## config.mk

```make
export PLATFORM = sky130hd
export DESIGN_NAME = salc_ram
export DESIGN_NICKNAME = d
export VERILOG_FILES = /design/src/rtl/core/salc_ram.sv
export SDC_FILE = /design/constraint.sdc
export NUM_CORES = 1
export LEC_CHECK = 0
export BUFFER_PORTS_ARGS = -buffer_cell sky130_fd_sc_hd__buf_2
export CORE_ASPECT_RATIO = 1.25
export CORE_MARGIN = 4
export CORE_UTILIZATION = 48
export DETAILED_ROUTE_END_ITERATION = 8
export GPL_ROUTABILITY_DRIVEN = 0
export SYNTH_ARGS = -nofsm -noshare
export SYNTH_HDL_FRONTEND = slang
export SYNTH_SLANG_ARGS = --single-unit
```

## constraint.sdc

```tcl
create_clock -name clk -period 3.4 [get_ports clk]
set_input_delay 0.34 -clock clk [delete_from_list [all_inputs] [get_ports clk]]
set_output_delay 0.34 -clock clk [all_outputs]
set_load 0.01 [all_outputs]
```

## src/rtl/core/salc_ram.sv

```systemverilog
module salc_ram #(
  parameter int WIDTH = 8,
  parameter int DEPTH = 64
) (
  input  logic                                   clk,
  input  logic                                   we,
  input  logic [(DEPTH > 1 ? $clog2(DEPTH) : 1)-1:0] waddr,
  input  logic [WIDTH-1:0]                       wdata,
  input  logic                                   re,
  input  logic [(DEPTH > 1 ? $clog2(DEPTH) : 1)-1:0] raddr,
  output logic [WIDTH-1:0]                       rdata
);

  logic [WIDTH-1:0] mem [DEPTH];

  always_ff @(posedge clk) begin
    if (we) begin
      mem[waddr] <= wdata;
    end
    if (re) begin
      rdata <= mem[raddr];
    end
  end

endmodule

```

# After elaboration in Yosys (flattened, before gate mapping)
# Memories as Yosys holds them, arrays and structs flattened. A register that Yosys moved wholly into a read port is not among the register bits.
# Index checks and enable logic that the tools add are counted.
[classes] mux=2
[ops] op="$mux W1" n=2
[totals] ff_bits=0 ram_bits=512 in_bits=23 out_inout_bits=8 elab_cells=3 memories=1
[memory_table] name="mem" words=64 width=8 read_ports=1 rd_ports_with_merged_regs=1 write_ports=1 line="14" text="logic [WIDTH-1:0] mem [DEPTH];"

# Depth between registers and ports, before layout
[logic_depth] depth_word=2 ltp_mapped=9 ltp_nobuf=5

# Worst setup path before layout
# No wires, ideal clock.
[synth_path] path_type="in2reg" from="in raddr[1] (netlist name)" to="reg rdata[3], read port of mem, data pin" setup_time_ps=266 arrival_ps=1880 required_ps=3134 path_slack_ps=1254 cell_stages=7 n_path_buf=3 path_cell_list="buf_4 -> buf_2 -> buf_2 -> mux4_2 -> mux4_2 -> o21ai_1 -> o41ai_1"
[synth_lines] element="start, declared" line="10" text="input logic [(DEPTH > 1 ? $clog2(DEPTH) : 1)-1:0] raddr,"
[synth_lines] element="end, declared" line="11" text="output logic [WIDTH-1:0] rdata"

==> impl_metrics.ini <==
[status]
status = completed

[clock_network]
cts-root-buf = clkbuf_16
cts_max_path_buffers = 3
cts_tree = yes
ctsResizeCount = 0
cts_setup_buffers = 0
cts_hold_buf = 0
htree_levels = 2
path_clk_slew_ps = 60
clock_latency_ps = 560
numCtsBuffers = 50
cts_sinks = 520

[timing]
setup_ws_ps = 1250
fin_crit_sh_pct = 63.3
fmax_mhz = 465
period_needed_ps = 2150
rsz0062_at_grt = no
worst_pin_slew_ps = 1230
timing.hold.ws_ps = 152
slew_viol_final = 0
final_hold_viol_count = 0
setup_violations = 0
fin_skew_ps = 5.75
relSlewSlack_pct = 18.0
fin_setup_tns_ps = 0

[critical_path]
critPathKind = input pin to flop
arrival_ps = 2460
max_stage_delay_ps = 510
critPathLaunch = raddr[0]
reg2reg_slack_ps = 1270
r2r_start = mem[47][1]
crit_required_ps = 3700
cp_max_fo = 29
crit_end = rdata[4]
cp_num_cells = 7
r2r-end = rdata[1]
start_kind = input pin
crit_family = multiplexers
cp_num_buf_inv = 2
worst_path_max_delay_cell = mux4_2
r2r_cells = 4
cp-end-kind = flop
cp_cell_sequence = clkbuf_8, buf_12, mux4_2, mux2_2, o221a_2, nor3_1, o32ai_1

[placement]
place_inst = 1554
post_dp_cell_area_mm2 = 0.0214
place_hpwl_um = 28700
port_buffers = 30
place_ws_ps = 619

[synth]
synth_ff_type = edfxtp_1
ys_seq_area_share_pct = 77.1
avgSynthCellArea_um2 = 21.5
synth_edf_count = 520
async_flop_share_pct = 0
syn_area_mm2 = 0.0202
synth_cell_types = 39
netlist_top_cells_area = edfxtp_1 77%, mux4_2 14%, nor2_1 1.5%, mux2i_1 1.1%, mux2_2 0.72%
syn_nets = 963
netlist.area_leader.share_pct = 77.1
ys_warn_count = 0
ys_ff_latch = 520
synth_cells = 940
synth_top_cell_by_area = edfxtp_1

[routing]
drt_iter0_drc = 991
routed_via_density = 5.92
post_drt_wl_per_cell_um = 27.4
drc = 0
finalWirelength_um = 45000
num_vias = 9733
drtAntennaViolNets = 0
dr.pass1.iters = 5

[grt]
grt-ovfl-total = 0
grtUsageTotal_pct = 20.2
grt_pass1_vias = 9990
grt_pass1_wl_um = 66900
grt_max_degree = 65
antenna_found_initial = 1

[cells_and_area]
stdcell_count = 1644
final_util_pct = 55.4
nNetsFinal = 1077
nFillCells = 3072
stdcell_area_mm2 = 0.0230
drive_gt1_share_pct = 29.1
area_delta_synth_final_pct = 13.4

[pwr]
pwr-share-comb_pct = 5.1
p_int_mw = 10.3
p_sw_share_pct = 20.7
p_switching_mw = 2.67
p_leak_nw = 7.26
pwr-share-clk_pct = 39.7
powerDensity_mw_per_mm2 = 563
power_mw = 12.9
peakVddDrop_mv = 0.468
p_seq_share_pct = 55.1

[floorplanning]
die_h_um = 238
core_region_area_mm2 = 0.0414
die_w_um = 192
rows = 83
die_area_mm2 = 0.0456
pin_count = 31
start_util_pct = 48.9

[worst_hold_path]
min_path_type = input pin to flop

[run]
drv_cap = 0
[sequential cells by signal (all words and copies together), names as in the netlist]
signal and cells:
rdata 8, mem 512
[how the worst min path moves through the flow]
stage / cells past startpoint / from / slack [ps] / to
2_1_floorplan: 0 / wdata[0] / 440 / mem[0][0]
3_3_place_gp: 1 / re / 720 / rdata[7]
3_5_place_dp: 1 / re / 720 / rdata[7]
4_1_cts: 1 / re / 120 / rdata[6]
5_1_grt: 1 / re / 130 / rdata[3]
6_report: 1 / re / 150 / rdata[1]
[logic make-up (layout without fill, tap and decap cells)]
logic type / count (synthesis) / after routing / share of synthesized area [%]
DFF: 520 / 520 / 77.1
muxes: 162 / 162 / 15.9
and+or+nand+nor: 153 / 153 / 3.37
AOI/OAI and AO/OA: 54 / 54 / 2.06
buffers and inverters: 51 / 202 / 1.56
other: 0 / 1 / 0
[cell usage in the layout (no fill, tap or decap), types with 2 or more instances in the layout]
cell / synthesis / final
a2111oi_0: 2 / 2
a211oi_1: 4 / 4
a21oi_1: 3 / 3
a221oi_1: 6 / 6
a22oi_1: 3 / 3
buf_12: 2 / 3
buf_2: 11 / 27
buf_4: 13 / 82
clkbuf_1: 17 / 10
clkbuf_16: 0 / 53
clkinv_1: 0 / 16
clkinv_2: 0 / 7
clkinvlp_4: 0 / 2
edfxtp_1: 520 / 520
mux2_2: 13 / 13
mux2i_1: 23 / 23
mux4_2: 126 / 126
nand2_1: 19 / 19
nand2b_1: 7 / 7
nand3_1: 13 / 13
nand3b_1: 3 / 3
nand4_1: 2 / 2
nor2_1: 83 / 83
nor2b_1: 14 / 14
nor3_1: 7 / 7
nor4_1: 2 / 2
o2111ai_1: 3 / 3
o21a_1: 2 / 2
o21ai_0: 2 / 2
o21ai_1: 2 / 2
o221a_2: 2 / 2
o221ai_1: 8 / 8
o22ai_1: 8 / 8
o2bb2ai_1: 3 / 3
o32ai_1: 2 / 2
o41ai_1: 2 / 2
[layout make-up]
type	count	area (um^2)	area share [%]
Clock inverter	26	140	0.611
Multi-Input combinational cell	369	4320	18.8
Clock buffer	63	1360	5.94
Antenna cell	1	2.50	0.0109
Timing Repair Buffer	113	825	3.59
Sequential cell	520	15600	68.0
Tap cell	552	691	3.01
[power by group through the flow]
stage	clock (mW)	combinational (mW)	sequential, mW
finish	5.14	0.661	7.13
global route	5.53	0.709	7.13
CTS	5.25	0.672	7.13
detailed placement	0	0.671	7.27
global placement	0	0.662	7.26
floorplan	0	0.378	7.26
[per-layer routing]
| metal | vias up | routed length [um] | global-route usage (%) |
|---|---|---|---|
| met4 | 2 | 1050 | 5.38 |
| met5 | - | 20 | 0 |
| met1 | 5179 | 18900 | 29.1 |
| met2 | 322 | 22400 | 32.7 |
| met3 | 67 | 2700 | 2.95 |
| li1 | 4163 | - | - |
[Yosys cell counts, types with 8 or more instances]
library cell / number
edfxtp_1: 520
mux4_2: 126
nor2_1: 83
mux2i_1: 23
nand2_1: 19
clkbuf_1: 17
nor2b_1: 14
buf_4: 13
mux2_2: 13
nand3_1: 13
buf_2: 11
o221ai_1: 8
o22ai_1: 8
Note: power is estimated with default switching activity, not from simulation.
